### src/rcm_pkg.sv
// Shared types, register indexes, curve tables and constants for the stick channel mixer.
// Depends on nothing; every other file of the block imports it.
package rcm_pkg;

	localparam int SAMPLE_W     = 10;
	localparam int CURVE_POINTS = 15;

	// Configuration register indexes on the write port.
	typedef enum logic [2:0] {
		REG_CAL_LOW     = 3'd0,
		REG_CAL_CENTER  = 3'd1,
		REG_CAL_HIGH    = 3'd2,
		REG_EXPO_AMOUNT = 3'd3,
		REG_RATE        = 3'd4,
		REG_SUB_TRIM    = 3'd5,
		REG_END_POINTS  = 3'd6,
		REG_MODE_BITS   = 3'd7
	} reg_idx_t;

	// Complete configuration as seen by the datapath.
	typedef struct packed {
		logic [SAMPLE_W-1:0] cal_low;
		logic [SAMPLE_W-1:0] cal_center;
		logic [SAMPLE_W-1:0] cal_high;
		logic signed [7:0]   expo_amount;
		logic [7:0]          rate_percent;
		logic signed [7:0]   sub_trim;
		logic [15:0]         end_points;
		logic [1:0]          mode_bits;
	} cfg_t;

	// One stage of the normalising divider.
	typedef struct packed {
		logic                neg;
		logic                at_low;
		logic                at_high;
		logic                span_zero;
		logic [1:0]          shifts;
		logic [SAMPLE_W-1:0] span;
		logic [SAMPLE_W-1:0] rem;
		logic [7:0]          quo;
	} div_t;

	localparam int DIV_STEPS = 8;

	localparam logic [8:0]  MAG_FULL  = 9'd256;
	localparam logic [7:0]  OUT_MAX   = 8'd255;
	localparam logic [6:0]  PCT_FULL  = 7'd100;

	// Division by 100 as multiply by reciprocal, exact below 199728.
	localparam logic [17:0] DIV100_MUL = 18'd167773;
	localparam int          DIV100_SH  = 24;
	// Division by 140 as multiply by reciprocal, exact below 479000.
	localparam logic [17:0] DIV140_MUL = 18'd239675;
	localparam int          DIV140_SH  = 25;

	localparam logic [7:0] CURVE_CUBIC [CURVE_POINTS] = '{
		8'd0, 8'd1, 8'd2, 8'd4, 8'd8, 8'd14, 8'd21, 8'd32,
		8'd46, 8'd63, 8'd83, 8'd108, 8'd137, 8'd171, 8'd210
	};
	localparam logic [7:0] CURVE_ROOT [CURVE_POINTS] = '{
		8'd101, 8'd128, 8'd147, 8'd161, 8'd174, 8'd185, 8'd194, 8'd203,
		8'd211, 8'd219, 8'd226, 8'd232, 8'd239, 8'd245, 8'd251
	};

	// Curve point: zero below the table, full scale above it.
	function automatic logic [8:0] curve_at(input logic cubic, input logic [4:0] idx);
		logic [3:0] pos;
		pos = 4'(idx - 5'd1);
		if (idx == 5'd0) begin
			return 9'd0;
		end else if (idx > 5'(CURVE_POINTS)) begin
			return MAG_FULL;
		end else if (cubic) begin
			return {1'b0, CURVE_CUBIC[pos]};
		end else begin
			return {1'b0, CURVE_ROOT[pos]};
		end
	endfunction

endpackage

### src/rc_stick_channel_mixer.sv
// Top level of the stick channel mixer: configuration registers, flow control and the pipeline.
// Depends on rcm_pkg, rcm_norm, rcm_shape and rcm_endpt.
//
//   Channel   | Signals                          | Direction
//   ----------+----------------------------------+-----------------------------
//   input     | in_valid, in_stall, stick_sample | one sample per beat in
//   output    | out_valid, out_stall, channel_value | one channel value per beat out
//   config    | wr_en, wr_index, wr_data         | register writes, no read-back
//
// One beat is accepted per cycle while in_stall is low; the depth of the pipeline is
// set by the eight-stage normalising divider and the reciprocal multipliers.
// Reset clears the valid bits and loads the register defaults.
// While a result waits with out_stall high, the whole pipeline holds and in_stall is raised.
module rc_stick_channel_mixer (
	input  logic                         clk,
	input  logic                         arst_n,
	input  logic                         in_valid,
	output logic                         in_stall,
	input  logic [rcm_pkg::SAMPLE_W-1:0] stick_sample,
	output logic                         out_valid,
	input  logic                         out_stall,
	output logic [7:0]                   channel_value,
	input  logic                         wr_en,
	input  logic [2:0]                   wr_index,
	input  logic [15:0]                  wr_data
);
	import rcm_pkg::*;

	cfg_t       cfg_q;
	logic       en;
	logic       n_valid, n_neg;
	logic [8:0] n_mag;
	logic       s_valid, s_neg;
	logic [9:0] s_mag;

	// Configuration registers.
	always_ff @(posedge clk or negedge arst_n) begin
		if (!arst_n) begin
			cfg_q.cal_low      <= 10'd0;
			cfg_q.cal_center   <= 10'd512;
			cfg_q.cal_high     <= 10'd1023;
			cfg_q.expo_amount  <= 8'sd0;
			cfg_q.rate_percent <= 8'd100;
			cfg_q.sub_trim     <= 8'sd0;
			cfg_q.end_points   <= 16'd35980;
			cfg_q.mode_bits    <= 2'd0;
		end else if (wr_en) begin
			case (reg_idx_t'(wr_index))
				REG_CAL_LOW:     cfg_q.cal_low      <= wr_data[9:0];
				REG_CAL_CENTER:  cfg_q.cal_center   <= wr_data[9:0];
				REG_CAL_HIGH:    cfg_q.cal_high     <= wr_data[9:0];
				REG_EXPO_AMOUNT: cfg_q.expo_amount  <= wr_data[7:0];
				REG_RATE:        cfg_q.rate_percent <= wr_data[7:0];
				REG_SUB_TRIM:    cfg_q.sub_trim     <= wr_data[7:0];
				REG_END_POINTS:  cfg_q.end_points   <= wr_data;
				REG_MODE_BITS:   cfg_q.mode_bits    <= wr_data[1:0];
				default: ;
			endcase
		end
	end

	// The pipeline advances unless a finished beat is held at the output.
	assign in_stall = out_valid && out_stall;
	assign en       = !in_stall;

	rcm_norm u_norm (
		.clk       (clk),
		.arst_n    (arst_n),
		.en        (en),
		.in_valid  (in_valid),
		.sample    (stick_sample),
		.cfg       (cfg_q),
		.out_valid (n_valid),
		.out_neg   (n_neg),
		.out_mag   (n_mag)
	);

	rcm_shape u_shape (
		.clk       (clk),
		.arst_n    (arst_n),
		.en        (en),
		.in_valid  (n_valid),
		.in_neg    (n_neg),
		.in_mag    (n_mag),
		.cfg       (cfg_q),
		.out_valid (s_valid),
		.out_neg   (s_neg),
		.out_mag   (s_mag)
	);

	rcm_endpt u_endpt (
		.clk       (clk),
		.arst_n    (arst_n),
		.en        (en),
		.in_valid  (s_valid),
		.in_neg    (s_neg),
		.in_mag    (s_mag),
		.cfg       (cfg_q),
		.out_valid (out_valid),
		.out_value (channel_value)
	);

	// The normalised magnitude never exceeds full scale.
	a_norm_range: assert property (@(posedge clk) disable iff (!arst_n)
		n_valid |-> n_mag <= MAG_FULL)
		else $error("normalised magnitude above full scale");

	// With dual rate at most 100 percent, shaping never grows the value past full scale.
	a_shape_range: assert property (@(posedge clk) disable iff (!arst_n)
		s_valid && cfg_q.rate_percent <= 8'd100 |-> s_mag <= 10'(MAG_FULL))
		else $error("shaped magnitude above full scale");

	// A stalled pipeline keeps its internal valid bits.
	a_hold: assert property (@(posedge clk) disable iff (!arst_n)
		in_stall |=> $stable(n_valid) && $stable(s_valid))
		else $error("pipeline moved while stalled");

endmodule

### src/rcm_norm.sv
// Normalisation of the raw sample against the calibration, with an eight-stage divider.
// Depends on rcm_pkg.
module rcm_norm (
	input  logic                         clk,
	input  logic                         arst_n,
	input  logic                         en,
	input  logic                         in_valid,
	input  logic [rcm_pkg::SAMPLE_W-1:0] sample,
	input  rcm_pkg::cfg_t                cfg,
	output logic                         out_valid,
	output logic                         out_neg,
	output logic [8:0]                   out_mag
);
	import rcm_pkg::*;

	logic                above;
	logic [SAMPLE_W-1:0] mag_raw;
	div_t                front;
	div_t                dstage_s [DIV_STEPS+1];
	logic                dvalid_s [DIV_STEPS+1];
	logic [SAMPLE_W-1:0] q_shift;

	// Side, distance and span, with the magnitude pre-shifted below 256.
	always_comb begin
		above           = sample > cfg.cal_center;
		mag_raw         = above ? SAMPLE_W'(sample - cfg.cal_center)
		                        : SAMPLE_W'(cfg.cal_center - sample);
		front.neg       = sample < cfg.cal_center;
		front.at_low    = sample <= cfg.cal_low;
		front.at_high   = sample >= cfg.cal_high;
		front.span      = above ? SAMPLE_W'(cfg.cal_high - cfg.cal_center)
		                        : SAMPLE_W'(cfg.cal_center - cfg.cal_low);
		front.span_zero = front.span == '0;
		front.quo       = '0;
		if (mag_raw[9]) begin
			front.shifts = 2'd2;
			front.rem    = SAMPLE_W'(mag_raw >> 2);
		end else if (mag_raw[8]) begin
			front.shifts = 2'd1;
			front.rem    = SAMPLE_W'(mag_raw >> 1);
		end else begin
			front.shifts = 2'd0;
			front.rem    = mag_raw;
		end
	end

	always_ff @(posedge clk or negedge arst_n) begin
		if (!arst_n) begin
			dvalid_s[0] <= 1'b0;
		end else if (en) begin
			dvalid_s[0] <= in_valid;
		end
	end

	always_ff @(posedge clk) begin
		if (en) begin
			dstage_s[0] <= front;
		end
	end

	// One quotient bit per stage; the remainder stays below the span.
	for (genvar k = 1; k <= DIV_STEPS; k++) begin : g_div
		logic [SAMPLE_W:0] rem2;
		logic              take;
		div_t              nxt;

		always_comb begin
			rem2     = {dstage_s[k-1].rem, 1'b0};
			take     = rem2 >= {1'b0, dstage_s[k-1].span};
			nxt      = dstage_s[k-1];
			nxt.rem  = take ? SAMPLE_W'(rem2 - {1'b0, dstage_s[k-1].span})
			                : SAMPLE_W'(rem2);
			nxt.quo  = {dstage_s[k-1].quo[6:0], take};
		end

		always_ff @(posedge clk or negedge arst_n) begin
			if (!arst_n) begin
				dvalid_s[k] <= 1'b0;
			end else if (en) begin
				dvalid_s[k] <= dvalid_s[k-1];
			end
		end

		always_ff @(posedge clk) begin
			if (en) begin
				dstage_s[k] <= nxt;
			end
		end
	end

	// Undo the pre-shift, saturate, and apply the end tests.
	assign q_shift = SAMPLE_W'({2'b00, dstage_s[DIV_STEPS].quo} << dstage_s[DIV_STEPS].shifts);

	always_ff @(posedge clk or negedge arst_n) begin
		if (!arst_n) begin
			out_valid <= 1'b0;
		end else if (en) begin
			out_valid <= dvalid_s[DIV_STEPS];
		end
	end

	always_ff @(posedge clk) begin
		if (en) begin
			if (dstage_s[DIV_STEPS].at_low) begin
				out_neg <= 1'b1;
				out_mag <= MAG_FULL;
			end else if (dstage_s[DIV_STEPS].at_high) begin
				out_neg <= 1'b0;
				out_mag <= MAG_FULL;
			end else begin
				out_neg <= dstage_s[DIV_STEPS].neg;
				if (dstage_s[DIV_STEPS].span_zero || q_shift > {1'b0, MAG_FULL}) begin
					out_mag <= MAG_FULL;
				end else begin
					out_mag <= q_shift[8:0];
				end
			end
		end
	end

endmodule

### src/rcm_shape.sv
// Expo interpolation in the curve tables followed by dual-rate scaling, both bypassed when mode bit 1 is set.
// Depends on rcm_pkg.
module rcm_shape (
	input  logic          clk,
	input  logic          arst_n,
	input  logic          en,
	input  logic          in_valid,
	input  logic          in_neg,
	input  logic [8:0]    in_mag,
	input  rcm_pkg::cfg_t cfg,
	output logic          out_valid,
	output logic          out_neg,
	output logic [9:0]    out_mag
);
	import rcm_pkg::*;

	logic [7:0]  e_abs;
	logic [6:0]  e_sat;
	logic        cubic;
	logic        bypass;
	logic [4:0]  idx;
	logic [3:0]  frac;
	logic [14:0] ev_sum;
	logic [16:0] mix_sum;

	logic        v_s1, v_s2, v_s3, v_s4, v_s5;
	logic        neg_s1, neg_s2, neg_s3, neg_s4, neg_s5;
	logic [8:0]  mag_s1, mag_s2, mag_s3;
	logic        keep_s1, keep_s2, keep_s3;
	logic [6:0]  e_s1;
	logic [13:0] lo_s1;
	logic [12:0] hi_s1;
	logic [15:0] pa_s2, pb_s2;
	logic [34:0] prod_s3;
	logic [8:0]  mage_s4, mage_s5;
	logic [16:0] rp_s4;
	logic [34:0] rq_s5;

	function automatic logic [15:0] in_mag_mul(input logic [8:0] a, input logic [6:0] b);
		return 16'(a * b);
	endfunction

	// Expo weight, saturated at full percent, and table choice.
	always_comb begin
		e_abs  = cfg.expo_amount[7] ? 8'(-cfg.expo_amount) : 8'(cfg.expo_amount);
		e_sat  = (e_abs > {1'b0, PCT_FULL}) ? PCT_FULL : e_abs[6:0];
		cubic  = !cfg.expo_amount[7];
		bypass = cfg.mode_bits[1];
		idx    = in_mag[8:4];
		frac   = in_mag[3:0];
	end

	always_ff @(posedge clk or negedge arst_n) begin
		if (!arst_n) begin
			v_s1      <= 1'b0;
			v_s2      <= 1'b0;
			v_s3      <= 1'b0;
			v_s4      <= 1'b0;
			v_s5      <= 1'b0;
			out_valid <= 1'b0;
		end else if (en) begin
			v_s1      <= in_valid;
			v_s2      <= v_s1;
			v_s3      <= v_s2;
			v_s4      <= v_s3;
			v_s5      <= v_s4;
			out_valid <= v_s5;
		end
	end

	assign ev_sum  = 15'(lo_s1) + 15'(hi_s1);
	assign mix_sum = 17'(pa_s2) + 17'(pb_s2);

	always_ff @(posedge clk) begin
		if (en) begin
			// Weighted neighbours in the curve.
			lo_s1   <= 14'(curve_at(cubic, idx) * (5'd16 - 5'(frac)));
			hi_s1   <= 13'(curve_at(cubic, 5'(idx + 5'd1)) * frac);
			mag_s1  <= in_mag;
			neg_s1  <= in_neg;
			e_s1    <= e_sat;
			keep_s1 <= bypass || (cfg.expo_amount == '0);

			// Blend of linear and curve values.
			pa_s2   <= 16'(in_mag_mul(mag_s1, 7'(PCT_FULL - e_s1)));
			pb_s2   <= 16'(in_mag_mul(ev_sum[12:4], e_s1));
			mag_s2  <= mag_s1;
			neg_s2  <= neg_s1;
			keep_s2 <= keep_s1;

			// Divide the blend by 100.
			prod_s3 <= 35'(mix_sum * DIV100_MUL);
			mag_s3  <= mag_s2;
			neg_s3  <= neg_s2;
			keep_s3 <= keep_s2;

			// Dual-rate product.
			mage_s4 <= keep_s3 ? mag_s3 : prod_s3[DIV100_SH +: 9];
			rp_s4   <= 17'((keep_s3 ? mag_s3 : prod_s3[DIV100_SH +: 9]) * cfg.rate_percent);
			neg_s4  <= neg_s3;

			// Divide the rate product by 100.
			rq_s5   <= 35'(rp_s4 * DIV100_MUL);
			mage_s5 <= mage_s4;
			neg_s5  <= neg_s4;

			out_mag <= bypass ? 10'(mage_s5) : rq_s5[DIV100_SH +: 10];
			out_neg <= neg_s5;
		end
	end

endmodule

### src/rcm_endpt.sv
// Subtrim, endpoint scaling with clamp, reverse and the mapping to the 0..255 channel range.
// Depends on rcm_pkg.
module rcm_endpt (
	input  logic          clk,
	input  logic          arst_n,
	input  logic          en,
	input  logic          in_valid,
	input  logic          in_neg,
	input  logic [9:0]    in_mag,
	input  rcm_pkg::cfg_t cfg,
	output logic          out_valid,
	output logic [7:0]    out_value
);
	import rcm_pkg::*;

	logic signed [10:0] v_trim;
	logic [9:0]         v_abs;
	logic [7:0]         ep;
	logic [7:0]         m_clamp;
	logic               flip;
	logic [8:0]         mapped;

	logic        v_s1, v_s2;
	logic        neg_s1, neg_s2;
	logic [17:0] p_s1;
	logic [35:0] q_s2;

	// Signed value plus trim, and endpoint chosen by its sign.
	always_comb begin
		v_trim = (in_neg ? -$signed({1'b0, in_mag}) : $signed({1'b0, in_mag}))
		         + 11'(cfg.sub_trim);
		ep     = (v_trim > 0) ? cfg.end_points[15:8] : cfg.end_points[7:0];
		v_abs  = v_trim[10] ? 10'(-v_trim) : 10'(v_trim);
	end

	// Clamp, reverse and map to the channel range.
	always_comb begin
		m_clamp = (q_s2[DIV140_SH +: 11] > 11'(OUT_MAX)) ? OUT_MAX : q_s2[DIV140_SH +: 8];
		flip    = neg_s2 ^ cfg.mode_bits[0];
		mapped  = flip ? 9'({1'b0, OUT_MAX} - {1'b0, m_clamp})
		               : 9'({1'b0, OUT_MAX} + {1'b0, m_clamp});
	end

	always_ff @(posedge clk or negedge arst_n) begin
		if (!arst_n) begin
			v_s1      <= 1'b0;
			v_s2      <= 1'b0;
			out_valid <= 1'b0;
		end else if (en) begin
			v_s1      <= in_valid;
			v_s2      <= v_s1;
			out_valid <= v_s2;
		end
	end

	always_ff @(posedge clk) begin
		if (en) begin
			p_s1      <= 18'(v_abs * ep);
			neg_s1    <= v_trim[10];
			q_s2      <= 36'(p_s1 * DIV140_MUL);
			neg_s2    <= neg_s1;
			out_value <= mapped[8:1];
		end
	end

endmodule

### config.mk
export PLATFORM = sky130hd
export DESIGN_NAME = rc_stick_channel_mixer
export DESIGN_NICKNAME = d
export VERILOG_FILES = /design/src/rcm_pkg.sv /design/src/rc_stick_channel_mixer.sv /design/src/rcm_norm.sv /design/src/rcm_shape.sv /design/src/rcm_endpt.sv
export SDC_FILE = /design/constraint.sdc
export NUM_CORES = 2
export LEC_CHECK = 0
export BUFFER_PORTS_ARGS = -buffer_cell sky130_fd_sc_hd__buf_2
export CELL_PAD_IN_SITES_DETAIL_PLACEMENT = 0
export CELL_PAD_IN_SITES_GLOBAL_PLACEMENT = 1
export CORE_MARGIN = 5
export CORE_UTILIZATION = 40
export CTS_BUF_LIST = sky130_fd_sc_hd__clkbuf_16
export CTS_CLUSTER_DIAMETER = 50
export CTS_CLUSTER_SIZE = 14
export DETAILED_ROUTE_END_ITERATION = 7
export GPL_ROUTABILITY_DRIVEN = 0
export MAX_ROUTING_LAYER = met4
export PLACE_DENSITY = 0.71
export SLEW_MARGIN = 20
export SYNTH_ARGS = -nofsm -noshare
export SYNTH_HDL_FRONTEND = slang
export SYNTH_SLANG_ARGS = --single-unit
export TNS_END_PERCENT = 10
### constraint.sdc
create_clock -name clk -period 30.8 [get_ports clk]
set_input_delay 1.54 -clock clk [delete_from_list [all_inputs] [get_ports clk]]
set_output_delay 1.54 -clock clk [all_outputs]
set_load 0.005 [all_outputs]
==> summary by stage <==
Hold path
The worst min-delay path startpoint is u_shape.mage_s4[3]. The tightest min-delay check is of the flop to flop type. Along the worst hold path, the cell count comes to 0. The path with the worst hold slack has its endpoint at u_shape.mage_s5[3].

Cells and area
The layout filler cell count is approximately 13000. The number of antenna cells inserted is 0. In the layout the commonest cells are sky130_fd_sc_hd__inv_1 (904), sky130_fd_sc_hd__ha_1 (785), sky130_fd_sc_hd__fa_1 (518).

The share of post-route cells with drive strength above 1 is 0.0762. The final layout contains about 6200 nets. The area growth from synthesis to final layout is 8.79%. The leading cell type in the layout, fill and taps excluded is sky130_fd_sc_hd__inv_1.

Synth
For this run, the register share of the synthesized area comes to 0.306. The synthesized cell area is around 53000 um2. The number of enable-type register cells in the synthesized netlist is 462. For this run, asynchronously set or reset flops after synthesis account for 0.165. The post-synthesis area per instance is 10.9 um2. In the synthesized netlist the dominant register cell turns out to be sky130_fd_sc_hd__edfxtp_1. In the post-synthesis netlist, the biggest area contributors are sky130_fd_sc_hd__edfxtp_1 (26%), sky130_fd_sc_hd__fa_1 (20%), sky130_fd_sc_hd__ha_1 (19%), sky130_fd_sc_hd__inv_1 (6.4%), sky130_fd_sc_hd__dfrtp_1 (3.4%). sky130_fd_sc_hd__edfxtp_1 takes more of the synthesized area than any other cell. Counting flops and latches in the post-synthesis netlist gives between 500 and 600. The share of synthesized area in the top cell type comes to 0.262. The netlist uses 81 different library cells. The number of standard cells after synthesis is 4850. The number of nets in the synthesized netlist is 6187. For this run, the number of Yosys warnings is 0.

Global route
The via count of the first global-routing pass is between 30000 and 40000. Entering global routing, the biggest net connects 88 pins. Summed over all layers, the global routing overflow is 0. The global router's overall resource usage is 0.164. The initial antenna violation count is 3. The first global-routing pass estimated ~180000 um of wire.

Worst setup path
The slowest cell on the critical path is sky130_fd_sc_hd__or4b_2. Data arrives at the worst endpoint at 8.85 ns. The biggest cell delay along the critical path is 0.68 ns. The critical path class is flop to flop. The destination of the worst register-to-register timing path is u_shape.prod_s3[31]. The worst reg-to-reg setup slack is 22.33 ns. The most numerous cell type found on the critical path is sky130_fd_sc_hd__fa_1.

The critical register-to-register path startpoint is u_shape.pb_s2[1]. The largest fanout on the critical path is 8. For the worst flop-to-flop path, the logic depth is 29. The worst setup path is launched from a flop. The worst setup path is captured at a flop. Tracing the worst setup path back leads to its startpoint at u_shape.pb_s2[1].

STA puts the critical path data required time at 31.18 ns.

Timing
Across the routed clock network, the largest skew measured is between 0.02 and 0.025 ns. Setup violations remaining at the end of the flow were counted as 0. The routed design could run at a clock period as short as approximately 8.5 ns. The final count of pins violating max slew is 0. The final-layout setup total negative slack is 0 ns. For the pin with the worst max-slew slack, the measured transition is 1.13 ns. The hold violation total from the final report is 0. Measured against its own limit, the worst slew margin works out to 0.243. Dividing the final minimum period by the clock period gives 0.275. The maximum clock rate is 118 MHz. Setup repair after global routing left no endpoint under its margin.

Clocking
The post-cts repair resize count is 0. In this run the number of H-tree levels came out at 3. The maximum buffer depth of the clock tree is 3. Clock tree synthesis found a total of around 550 sinks. The clock tree root buffer cell is sky130_fd_sc_hd__clkbuf_16. The later pin in the worst-skew pair is clocked with a latency of roughly 0.64 ns. The clock-pin slew reported for the worst setup and hold paths after clock tree synthesis is 0.06 ns. The number of buffers inserted to repair setup after CTS is 0.

The clock tree from TritonCTS is yes. Counting the buffers created by CTS gives 70. After clock tree synthesis, the flow added hold-fix buffers numbering 0.

Run status
The run finished with clean final reports.

Drt
For this block, the via count after detailed routing is 33300. The vias per cell is 4.96. The iteration count of the initial detailed-routing pass is 5. The routed design has 109000 um of wire. The residual antenna-violating net count after detailed routing is 0.

Dividing the detail-routed wire length by the instance count gives roughly 16 um. After the first detailed-routing iteration, the DRC count stood at about 1700. After detailed routing, the number of remaining DRC violations is 0.

Floorplanning
The vertical extent of the die is 374 um. The floorplan step set the die width to between 300 and 400 um. The floorplan step defined a core boundary enclosing around 130000 um2. In this run the core area contains around 130 standard-cell rows. The die area is 140000 um2. For this design the top-level I/O count stands at 44. The initial utilization of the core area, before any placement, comes to 0.402.

Placement
In this run the tool buffered the top-level ports with 43 buffer cells. The half-perimeter wire length after detailed placement is 88000 um.

Flow run
The tool flagged a number of max-cap violations equal to 0.
## registers in the layout, summed over array words and instances (netlist names), 7 cells and up
signal             flops
u_norm.dstage_s      248
cfg_q                 72
u_endpt.p_s1          18
u_shape.rp_s4         17
u_shape.pa_s2         16
u_shape.pb_s2         16
u_shape.hi_s1         13
u_shape.lo_s1         13
u_endpt.q_s2          11
u_shape.out_mag       10
u_shape.rq_s5         10
u_norm.dvalid_s        9
u_norm.out_mag         9
u_shape.mag_s1         9
u_shape.mag_s2         9
u_shape.mag_s3         9
u_shape.mage_s4        9
u_shape.mage_s5        9
u_shape.prod_s3        9
u_endpt.out_value      8
u_shape.e_s1           7
## critical path: cells and delay by family (launching register included)
family | cells | cell delay, ns
adder cells (fa/ha/maj) | 8 | 3.61
AO/OA/AOI/OAI | 11 | 2.41
AND/OR/NAND/NOR | 5 | 1.17
XOR/XNOR | 2 | 0.50
flip-flops | 1 | 0.40
buffers and inverters | 3 | 0.15
## synth_stat cells (all sizes together), types with 6 or more instances
| library cell | instances |
|---|---|
| inv | 899 |
| ha | 785 |
| fa | 518 |
| edfxtp | 462 |
| nand2 | 291 |
| nor2 | 230 |
| a21oi | 167 |
| xnor2 | 165 |
| o21ai | 156 |
| mux2 | 142 |
| and2 | 124 |
| a21o | 88 |
| xor2 | 80 |
| dfrtp | 71 |
| nor3 | 69 |
| clkbuf | 63 |
| nor2b | 46 |
| nand3 | 44 |
| nand2b | 40 |
| mux2i | 34 |
| a211oi | 32 |
| nand4 | 27 |
| o21bai | 27 |
| o21a | 23 |
| dfstp | 20 |
| o31ai | 19 |
| or2 | 19 |
| nor4 | 18 |
| and3 | 17 |
| a31oi | 16 |
| buf | 16 |
| o41ai | 13 |
| a221oi | 12 |
| or3 | 11 |
| a21boi | 9 |
| o211ai | 9 |
| a211o | 6 |
| a31o | 6 |
| or4 | 6 |
## metrics by stage
step                 util  std cells  cell area [um2]  setup slack [ns]  hold slack [ns]
finish              0.438       6717            57500             22.33            0.409
global route        0.438       6717            57500             21.79            0.411
CTS                 0.438       6717            57500             22.28            0.405
detailed placement  0.420       6591            55200             22.31            0.405
global placement    0.420       6591            55200             22.39            0.400
floorplan               -       4850            52900             14.31            0.400
## cells by family after synthesis
family	share of synthesized area
AOI/OAI and AO/OA	0.0773
xor gates and xnor gates	0.0407
adders and majority gates	0.382
buffers and inverters	0.0697
DFF	0.306
muxes	0.0375
and+or+nand+nor	0.0871
## routing by layer
layer | vias to the layer above | routed length [um] | GRT usage
met5 | - | 0 | -
met2 | 414 | 52000 | 0.269
met3 | 102 | 3300 | 0.0184
met1 | 16400 | 52200 | 0.223
met4 | 0 | 1500 | 0.0313
li1 | 16400 | - | -
## worst max-delay path by stage
stage / to / slack (ns)
after floorplan: in_stall / 14.31
after global placement: u_shape.prod_s3[31] / 22.39
after detailed placement: u_shape.prod_s3[31] / 22.31
after CTS: u_shape.prod_s3[31] / 22.28
after global routing: u_shape.prod_s3[31] / 21.79
final: u_shape.prod_s3[31] / 22.33
## final cells by class
class	instances	area, um2	area share
inverter	900	3380	0.0588
clock buffer	71	1780	0.0309
tap	1755	2200	0.0382
multi-input combinational	3318	33100	0.575
clock inverter	55	549	0.00955
sequential	553	16200	0.281
timing repair buffer	65	383	0.00665
Power is left out: the tool's default activity adds up to more than one toggle a clock period on the data nets, which glitch-free logic cannot reach.
